[src/sv/rau_pkg.sv]
// Shared constants, codes and types for the rational arithmetic unit.
package rau_pkg;
    localparam int WORD_BITS = 32;
    localparam int MAG_BITS  = 2 * WORD_BITS + 1;   // magnitudes of raw terms and sums

    localparam logic [1:0] OP_ADD = 2'd0;
    localparam logic [1:0] OP_SUB = 2'd1;
    localparam logic [1:0] OP_MUL = 2'd2;
    localparam logic [1:0] OP_DIV = 2'd3;

    localparam logic [1:0] ST_OK   = 2'd0;
    localparam logic [1:0] ST_DIV0 = 2'd1;
    localparam logic [1:0] ST_OVF  = 2'd2;

    typedef logic [MAG_BITS-1:0] t_mag;

    typedef struct packed {
        logic [1:0]  op;
        logic [31:0] a_numerator;
        logic [31:0] a_denominator;
        logic [31:0] b_numerator;
        logic [31:0] b_denominator;
    } t_in_beat;

    typedef struct packed {
        logic [31:0] result_numerator;
        logic [30:0] result_denominator;
        logic [1:0]  status;
    } t_out_beat;
endpackage

[src/sv/rau_if.sv]
// Valid/ready channel interfaces for operand and result beats.
interface rau_in_if import rau_pkg::*; ();
    logic     valid;
    logic     ready;
    t_in_beat data;
    modport source (output valid, output data, input ready);
    modport sink   (input valid, input data, output ready);
endinterface

interface rau_out_if import rau_pkg::*; ();
    logic      valid;
    logic      ready;
    t_out_beat data;
    modport source (output valid, output data, input ready);
    modport sink   (input valid, input data, output ready);
endinterface

[src/sv/rational_arithmetic_unit.sv]
// Top level: rational add/sub/mul/div with gcd reduction over a shared divider.
//  channel   dir  handshake        payload
//  i_in      in   valid/ready      op, a/b numerator and denominator
//  o_out     out  valid/ready      result numerator, denominator, status
// One 32x32 multiplier forms the three products in turn; the shared 65-step
// restoring divider runs each Euclid remainder step and the two final
// quotients. i_in.ready is high only in idle; a finished result waits in a
// staging register while the previous beat stalls in the output register.
// Reset is synchronous.
module rational_arithmetic_unit import rau_pkg::*; (
    input  logic  i_clk,
    input  logic  i_rst_n,
    rau_in_if.sink    i_in,
    rau_out_if.source o_out
);
    localparam logic [3:0] S_IDLE = 4'd0;
    localparam logic [3:0] S_MUL  = 4'd1;
    localparam logic [3:0] S_COMB = 4'd2;
    localparam logic [3:0] S_GCD  = 4'd3;
    localparam logic [3:0] S_GWT  = 4'd4;
    localparam logic [3:0] S_DN   = 4'd5;
    localparam logic [3:0] S_DNW  = 4'd6;
    localparam logic [3:0] S_DD   = 4'd7;
    localparam logic [3:0] S_DDW  = 4'd8;
    localparam logic [3:0] S_OUT  = 4'd9;

    logic [3:0]  r_state;
    logic [1:0]  r_op;
    logic [31:0] r_mag [4];     // |an| |ad| |bn| |bd|
    logic [3:0]  r_neg;
    logic [1:0]  r_mcnt;
    logic [63:0] r_prod [3];
    t_mag        r_num, r_den, r_x, r_y, r_g;
    logic        r_nn;
    t_out_beat   r_res;
    t_out_beat   r_out;
    logic        r_ovalid;

    logic [31:0] w_ma, w_mb;
    logic [63:0] w_p;
    logic        w_dstart, w_ddone;
    t_mag        w_dvd, w_dvs, w_quo, w_rem;

    // magnitude of a two's complement word
    function automatic logic [31:0] f_abs(input logic [31:0] v);
        return v[31] ? (~v + 32'd1) : v;
    endfunction

    // product selection: an*bd, bn*ad, ad*bd, an*bn / ad*bn
    always_comb begin
        w_ma = r_mag[0];
        w_mb = r_mag[3];
        case (r_mcnt)
            2'd0: begin w_ma = r_mag[0]; w_mb = (r_op == OP_MUL) ? r_mag[2] : r_mag[3]; end
            2'd1: begin w_ma = r_mag[2]; w_mb = r_mag[1]; end
            2'd2: begin w_ma = r_mag[1]; w_mb = (r_op == OP_DIV) ? r_mag[2] : r_mag[3]; end
            default: begin w_ma = r_mag[0]; w_mb = r_mag[3]; end
        endcase
    end
    assign w_p = w_ma * w_mb;

    // combine the raw products into a signed-magnitude result
    logic        w_xn, w_yn, w_nn0, w_dn;
    t_mag        w_px, w_py, w_sum;
    logic        w_sn;
    always_comb begin
        w_px = MAG_BITS'(r_prod[0]);
        w_py = MAG_BITS'(r_prod[1]);
        w_xn = r_neg[0] ^ r_neg[3];
        w_yn = ((r_op == OP_SUB) ? ~r_neg[2] : r_neg[2]) ^ r_neg[1];
        if (w_xn == w_yn) begin
            w_sum = w_px + w_py; w_sn = w_xn;
        end else if (w_px >= w_py) begin
            w_sum = w_px - w_py; w_sn = w_xn;
        end else begin
            w_sum = w_py - w_px; w_sn = w_yn;
        end
        case (r_op)
            OP_ADD, OP_SUB: w_nn0 = w_sn;
            OP_MUL:         w_nn0 = r_neg[0] ^ r_neg[2];
            default:        w_nn0 = r_neg[0] ^ r_neg[3];
        endcase
        w_dn = (r_op == OP_DIV) ? (r_neg[1] ^ r_neg[2]) : (r_neg[1] ^ r_neg[3]);
    end

    // divider operand selection per phase
    always_comb begin
        w_dvd    = r_x;
        w_dvs    = r_y;
        w_dstart = 1'b0;
        case (r_state)
            S_GCD: begin w_dstart = 1'b1; end
            S_DN:  begin w_dstart = 1'b1; w_dvd = r_num; w_dvs = r_g; end
            S_DD:  begin w_dstart = 1'b1; w_dvd = r_den; w_dvs = r_g; end
            default: w_dstart = 1'b0;
        endcase
    end

    rau_divider u_div (
        .i_clk       (i_clk),
        .i_rst_n     (i_rst_n),
        .i_start     (w_dstart),
        .i_dividend  (w_dvd),
        .i_divisor   (w_dvs),
        .o_done      (w_ddone),
        .o_quotient  (w_quo),
        .o_remainder (w_rem)
    );

    localparam t_mag LIM = t_mag'(1) << (WORD_BITS - 1);

    // sequencer
    always_ff @(posedge i_clk) begin
        if (!i_rst_n) begin
            r_state  <= S_IDLE;
            r_ovalid <= 1'b0;
            r_mcnt   <= '0;
        end else begin
            // raise valid on a new result, drop it once the beat is taken
            if (r_state == S_OUT && (!r_ovalid || o_out.ready)) r_ovalid <= 1'b1;
            else if (o_out.ready) r_ovalid <= 1'b0;
            case (r_state)
                S_IDLE: begin
                    if (i_in.valid) begin
                        r_op     <= i_in.data.op;
                        r_mag[0] <= f_abs(i_in.data.a_numerator);
                        r_mag[1] <= f_abs(i_in.data.a_denominator);
                        r_mag[2] <= f_abs(i_in.data.b_numerator);
                        r_mag[3] <= f_abs(i_in.data.b_denominator);
                        r_neg    <= {i_in.data.b_denominator[31], i_in.data.b_numerator[31],
                                     i_in.data.a_denominator[31], i_in.data.a_numerator[31]};
                        r_mcnt   <= '0;
                        r_state  <= S_MUL;
                    end
                end
                S_MUL: begin
                    r_prod[r_mcnt] <= w_p;
                    r_mcnt <= r_mcnt + 2'd1;
                    if (r_mcnt == 2'd2) r_state <= S_COMB;
                end
                S_COMB: begin
                    r_den <= MAG_BITS'(r_prod[2]);
                    r_num <= (r_op <= OP_SUB) ? w_sum : MAG_BITS'(r_prod[0]);
                    r_x   <= (r_op <= OP_SUB) ? w_sum : MAG_BITS'(r_prod[0]);
                    r_y   <= MAG_BITS'(r_prod[2]);
                    if (r_prod[2] == '0) begin
                        r_res    <= '{result_numerator: '0, result_denominator: '0,
                                      status: ST_DIV0};
                        r_state  <= S_OUT;
                    end else begin
                        r_nn    <= ((r_op <= OP_SUB) ? (w_sum != '0) : (r_prod[0] != '0))
                                   && (w_nn0 != w_dn);
                        r_state <= S_GCD;
                    end
                end
                S_GCD: r_state <= S_GWT;
                S_GWT: begin
                    if (w_ddone) begin
                        r_x <= r_y;
                        r_y <= w_rem;
                        if (w_rem == '0) begin
                            r_g     <= r_y;
                            r_state <= S_DN;
                        end else begin
                            r_state <= S_GCD;
                        end
                    end
                end
                S_DN: r_state <= S_DNW;
                S_DNW: if (w_ddone) begin r_num <= w_quo; r_state <= S_DD; end
                S_DD: r_state <= S_DDW;
                S_DDW: begin
                    if (w_ddone) begin
                        if (r_num > (r_nn ? LIM : LIM - 1'b1) || w_quo > LIM - 1'b1) begin
                            r_res <= '{result_numerator: '0, result_denominator: '0,
                                       status: ST_OVF};
                        end else begin
                            r_res.result_numerator   <= r_nn ? (32'd0 - r_num[31:0])
                                                             : r_num[31:0];
                            r_res.result_denominator <= w_quo[30:0];
                            r_res.status             <= ST_OK;
                        end
                        r_state <= S_OUT;
                    end
                end
                S_OUT: begin
                    // hand the result over once the output register is free
                    if (!r_ovalid || o_out.ready) begin
                        r_out   <= r_res;
                        r_state <= S_IDLE;
                    end
                end
                default: r_state <= S_IDLE;
            endcase
        end
    end

    assign i_in.ready  = (r_state == S_IDLE);
    assign o_out.valid = r_ovalid;
    assign o_out.data  = r_out;

    a_no_accept_busy: assert property (@(posedge i_clk) disable iff (!i_rst_n)
        (r_state != S_IDLE) |-> !i_in.ready) else $error("ready while busy");
    a_ok_den: assert property (@(posedge i_clk) disable iff (!i_rst_n)
        (o_out.valid && o_out.data.status == ST_OK) |-> (o_out.data.result_denominator != '0))
        else $error("ok result with zero denominator");
    a_err_zero: assert property (@(posedge i_clk) disable iff (!i_rst_n)
        (o_out.valid && o_out.data.status != ST_OK) |-> (o_out.data.result_numerator == '0))
        else $error("error result with nonzero numerator");
endmodule

[src/sv/rau_divider.sv]
// Restoring divider, one quotient bit per cycle, returns quotient and remainder.
module rau_divider import rau_pkg::*; (
    input  logic i_clk,
    input  logic i_rst_n,
    input  logic i_start,
    input  t_mag i_dividend,
    input  t_mag i_divisor,
    output logic o_done,
    output t_mag o_quotient,
    output t_mag o_remainder
);
    localparam int CNT_BITS = $clog2(MAG_BITS + 1);

    logic                r_busy;
    logic [CNT_BITS-1:0] r_cnt;
    t_mag                r_q;
    t_mag                r_r;
    t_mag                r_d;
    logic                r_done;
    logic [MAG_BITS:0]   w_trial;
    t_mag                w_shift;

    // shift in next dividend bit, try subtract
    assign w_shift = {r_r[MAG_BITS-2:0], r_q[MAG_BITS-1]};
    assign w_trial = {r_r[MAG_BITS-1], w_shift} - {1'b0, r_d};

    always_ff @(posedge i_clk) begin
        if (!i_rst_n) begin
            r_busy <= 1'b0;
            r_done <= 1'b0;
            r_cnt  <= '0;
        end else begin
            r_done <= 1'b0;
            if (i_start) begin
                r_busy <= 1'b1;
                r_cnt  <= CNT_BITS'(MAG_BITS);
                r_q    <= i_dividend;
                r_r    <= '0;
                r_d    <= i_divisor;
            end else if (r_busy) begin
                if (!w_trial[MAG_BITS]) begin
                    r_r <= w_trial[MAG_BITS-1:0];
                    r_q <= {r_q[MAG_BITS-2:0], 1'b1};
                end else begin
                    r_r <= w_shift;
                    r_q <= {r_q[MAG_BITS-2:0], 1'b0};
                end
                r_cnt <= r_cnt - 1'b1;
                if (r_cnt == CNT_BITS'(1)) begin
                    r_busy <= 1'b0;
                    r_done <= 1'b1;
                end
            end
        end
    end

    assign o_done      = r_done;
    assign o_quotient  = r_q;
    assign o_remainder = r_r;

    a_done_one: assert property (@(posedge i_clk) disable iff (!i_rst_n)
        o_done |=> !o_done) else $error("divider done held two cycles");
    a_idle_done: assert property (@(posedge i_clk) disable iff (!i_rst_n)
        o_done |-> !r_busy) else $error("divider done while busy");
    a_cnt: assert property (@(posedge i_clk) disable iff (!i_rst_n)
        (r_busy && !i_start) |=> (r_cnt == $past(r_cnt) - 1'b1) || i_start || $past(i_start))
        else $error("divider count skipped");
endmodule

[src/flat_wrapper.sv]
// flat-port wrapper written by rule: the top's interface ports become plain ports
module rational_arithmetic_unit_flat import rau_pkg::*;
  (i_clk, i_rst_n, i_in_valid, i_in_data, i_in_ready, o_out_valid, o_out_data, o_out_ready);
  rau_in_if i_in_i ();
  rau_out_if o_out_i ();
  input  logic i_clk;
  input  logic i_rst_n;
  input wire logic [$bits(i_in_i.valid)-1:0] i_in_valid;
  input wire logic [$bits(i_in_i.data)-1:0] i_in_data;
  output wire logic [$bits(i_in_i.ready)-1:0] i_in_ready;
  output wire logic [$bits(o_out_i.valid)-1:0] o_out_valid;
  output wire logic [$bits(o_out_i.data)-1:0] o_out_data;
  input wire logic [$bits(o_out_i.ready)-1:0] o_out_ready;
  assign i_in_i.valid = i_in_valid;
  assign i_in_i.data = i_in_data;
  assign i_in_ready = i_in_i.ready;
  assign o_out_valid = o_out_i.valid;
  assign o_out_data = o_out_i.data;
  assign o_out_i.ready = o_out_ready;
  rational_arithmetic_unit u_core (.i_clk(i_clk), .i_rst_n(i_rst_n), .i_in(i_in_i), .o_out(o_out_i));
endmodule
[config.mk]
export PLATFORM = sky130hd
export DESIGN_NAME = rational_arithmetic_unit_flat
export DESIGN_NICKNAME = d
export VERILOG_FILES = /design/src/sv/rau_pkg.sv /design/src/sv/rau_if.sv /design/src/sv/rational_arithmetic_unit.sv /design/src/sv/rau_divider.sv /design/src/flat_wrapper.sv
export SDC_FILE = /design/constraint.sdc
export NUM_CORES = 2
export LEC_CHECK = 0
export BUFFER_PORTS_ARGS = -buffer_cell sky130_fd_sc_hd__buf_2
export CAP_MARGIN = 10
export CORE_UTILIZATION = 65
export DETAILED_ROUTE_END_ITERATION = 7
export MAX_ROUTING_LAYER = met4
export PLACE_DENSITY = 0.79
export SLEW_MARGIN = 30
export SYNTH_ARGS = -nofsm -noshare
export SYNTH_HDL_FRONTEND = slang
export SYNTH_SLANG_ARGS = --single-unit
export TNS_END_PERCENT = 1
[constraint.sdc]
create_clock -name i_clk -period 13.35 [get_ports i_clk]
set_input_delay 2.0025 -clock i_clk [delete_from_list [all_inputs] [get_ports i_clk]]
set_output_delay 2.0025 -clock i_clk [all_outputs]
set_load 0.005 [all_outputs]
==> impl_metrics.json <==
{
  "synth_nets": 11290,
  "drc": 0,
  "slowest_stage": "fa_1",
  "post_cts_resize_count": 0,
  "seq_area_mm2": 0.02963,
  "cp.arrival_ns": 12.47,
  "crit_end": "u_core.r_prod[0][54]$_DFFE_PP_",
  "synth_top_cell_area_share_pct": 32.27,
  "synth.distinct_cells": 101,
  "syn_area_per_cell_um2": 9.370,
  "synth-xor-area-share_pct": 3.231,
  "ys_top_cells_by_area": "edfxtp_1, fa_1, ha_1",
  "period_needed_ns": 11.99,
  "grt_pass1_wl_um": 475700,
  "fp-row-count": 136,
  "dr.pass1.iters": 8,
  "synth_top_area_cell": "edfxtp_1",
  "die_w_um": 375.8,
  "grt_max_degree": 98,
  "syn-cell-area_mm2": 0.09082,
  "tns_ns": 0,
  "synth-edff-count": 976,
  "cp_common_cell": "fa_1",
  "routed_wl_um": 320000,
  "nets": 11260,
  "die_h_um": 375.8,
  "track_usage_pct": 46.76,
  "setup.worst_path.start": "u_core.r_op[1]$_DFFE_PP_",
  "synth_top_family_by_area": "adder cells",
  "htreeDepth": 3,
  "drive_above_1_share_pct": 6.722,
  "clkSinkCount": 992,
  "grt_pass1_vias": 77360,
  "end_kind": "flop",
  "maxCapViolCount": 0,
  "io_pins": 201,
  "synthAdderAreaFrac_pct": 27.60,
  "antenna_found_initial": 12,
  "r2r_cells": 33,
  "area_growth_pct": 7.150,
  "path_clk_slew_ns": 0.06,
  "regToRegSetupSlack_ns": 1.36,
  "period_share_pct": 89.83,
  "yosysSeqAreaShare_pct": 32.62,
  "drv_slew": 0,
  "yosys.area_share.simple_pct": 16.09,
  "antenna_left": 0,
  "postCtsHoldBufs": 0,
  "io_buffers": 200,
  "required_ns": 13.82,
  "setup_viol": 0,
  "drt_iter0_drc": 10050,
  "fmax_ghz": 0.08339,
  "cts_made_buffers": 104,
  "wl_per_cell_um": 27.53,
  "maxSlewHeadroom_pct": 25.68,
  "critPathLaunchType": "flop",
  "min_path_type": "reg -> reg",
  "synth_flop_cell": "edfxtp_1",
  "reg2reg_to": "u_core.r_prod[0][54]$_DFFE_PP_",
  "core-area_mm2": 0.1380,
  "path_max_fanout": 32,
  "clk_latency_ns": 0.78,
  "multi_input_area_mm2": 0.05539,
  "synth_compound_area_share_pct": 12.95,
  "place_congestion": 1.074,
  "syn_inst": 9692,
  "routed_via_density": 6.616,
  "cp_slowest_stage_delay_ns": 0.75,
  "start_util_pct": 65.81,
  "fillers": 10150,
  "ys_ff_latch": 992,
  "num_vias": 76890,
  "rsz0062_at_grt": "no",
  "crit_type": "reg -> reg",
  "final_common_cell": "nand2_1",
  "synthMuxAreaShare_pct": 0.6448,
  "cts-root-buf": "clkbuf_16",
  "r2r_start": "u_core.r_op[1]$_DFFE_PP_",
  "die_area_mm2": 0.1412,
  "grt_overflow": 0,
  "async_reset_ff_share_pct": 0,
  "final_cell_mix": "nand2_1, nor2_1, inv_1",
  "hpwlAfterDp_um": 244500,
  "yosysWarningCount": 0,
  "cts_buffer_depth": 3,
  "postCtsSetupBuffers": 0,
  "tightest_slew_ns": 1.115,
  "tritoncts": "done",
  "status": "complete, no violations",
  "hold_violations": 0,
  "skew_ns": 0.09127
}
layout make-up:
| cell class | count | area share (%) |
|---|---|---|
| clock inverter | 64 | 0.7008 |
| antenna | 15 | 0.03857 |
| inverter | 1141 | 4.401 |
| multi-input combinational | 7066 | 56.92 |
| timing repair buffer | 360 | 2.321 |
| clock buffer | 121 | 2.772 |
| tap | 1863 | 2.395 |
| sequential | 992 | 30.45 |
worst max-delay path: cells and delay by family, from the launching register on:
family	cells	cell delay, ns
adders and majority gates	9	4.76
AOI/OAI and AO/OA	13	4.58
and+or+nand+nor	6	0.82
buffers and inverters	4	0.60
DFF	1	0.57
xor gates and xnor gates	1	0.39
worst min path at each step:
stage                                   start                         endpoint  cells after the start
2_1_floorplan   u_core.r_res[0]$_SDFFCE_PN1P_   u_core.o_out.data[0]$_DFFE_PP_                      0
3_3_place_gp   u_core.r_res[64]$_SDFFCE_PP0P_  u_core.o_out.data[64]$_DFFE_PP_                      0
3_5_place_dp   u_core.r_res[23]$_SDFFCE_PP0P_  u_core.o_out.data[23]$_DFFE_PP_                      0
4_1_cts        u_core.r_res[47]$_SDFFCE_PP0P_  u_core.o_out.data[47]$_DFFE_PP_                      0
5_1_grt        u_core.r_res[47]$_SDFFCE_PP0P_  u_core.o_out.data[47]$_DFFE_PP_                      0
6_report       u_core.r_res[47]$_SDFFCE_PP0P_  u_core.o_out.data[47]$_DFFE_PP_                      0
metrics by stage:
step	setup slack (ns)	instance area [um^2]	utilization, %	hold slack (ns)	instances
detailed placement	1.582	93750	67.94	0.4045	11420
finish	1.358	97310	70.51	0.3790	11620
global route	0.9936	97300	70.50	0.3950	11620
floorplan	1.131	90820	-	0.4003	9692
global placement	1.894	93700	67.90	0.4012	11420
CTS	1.539	97130	70.39	0.3782	11610
registers in the layout, summed over array words and instances (netlist names):
| name | count |
|---|---|
| u_core.r_prod | 192 |
| u_core.r_mag | 128 |
| u_core.o_out.data | 65 |
| u_core.r_g | 65 |
| u_core.r_num | 65 |
| u_core.r_res | 65 |
| u_core.r_x | 65 |
| u_core.r_y | 65 |
| u_core.u_div.o_quotient | 65 |
| u_core.u_div.o_remainder | 65 |
| u_core.u_div.r_d | 65 |
| u_core.r_den | 64 |
| u_core.u_div.r_cnt | 7 |
| u_core.r_neg | 4 |
| u_core.r_state | 4 |
| u_core.r_mcnt | 2 |
| u_core.r_op | 2 |
| u_core.o_out.valid | 1 |
| u_core.r_nn | 1 |
| u_core.u_div.o_done | 1 |
| u_core.u_div.r_busy | 1 |
cells in the mapped netlist, types with 38 or more instances:
library cell	n
nand2_1	1324
nor2_1	1183
inv_1	1139
edfxtp_1	976
fa_1	900
a21oi_1	679
ha_1	563
clkbuf_1	401
o21ai_0	334
xnor2_1	249
a21o_1	177
a31oi_1	124
nor4_1	111
nand4_1	96
and3_1	90
o31ai_1	88
xor2_1	86
nand2b_1	81
nor3_1	80
o21bai_1	79
nand3_1	72
and2_1	62
a211oi_1	55
nor2b_1	53
or3_1	49
o21a_1	48
mux2i_1	45
buf_1	43
a22oi_1	38
buf_2	38
routing by layer:
layer,global-route usage (%),share of wire (%),vias up
met5,-,0,-
met4,33.33,9.1,0
met3,10.61,12,1419
met2,69.03,44,5530
met1,56.91,35,37310
li1,-,-,32630
logic make-up (layout without fill, tap and decap cells):
kind of cell / after synthesis / count (layout)
buffers and inverters: 1634 / 1686
AOI/OAI and AO/OA: 1882 / 1882
xor gates and xnor gates: 335 / 335
other: 0 / 15
muxes: 57 / 57
and+or+nand+nor: 3329 / 3329
DFF: 992 / 992
adders and majority gates: 1463 / 1463
Power is not shown: default switching activity piles up to over one toggle a cycle in this logic, so the estimate is an artifact.
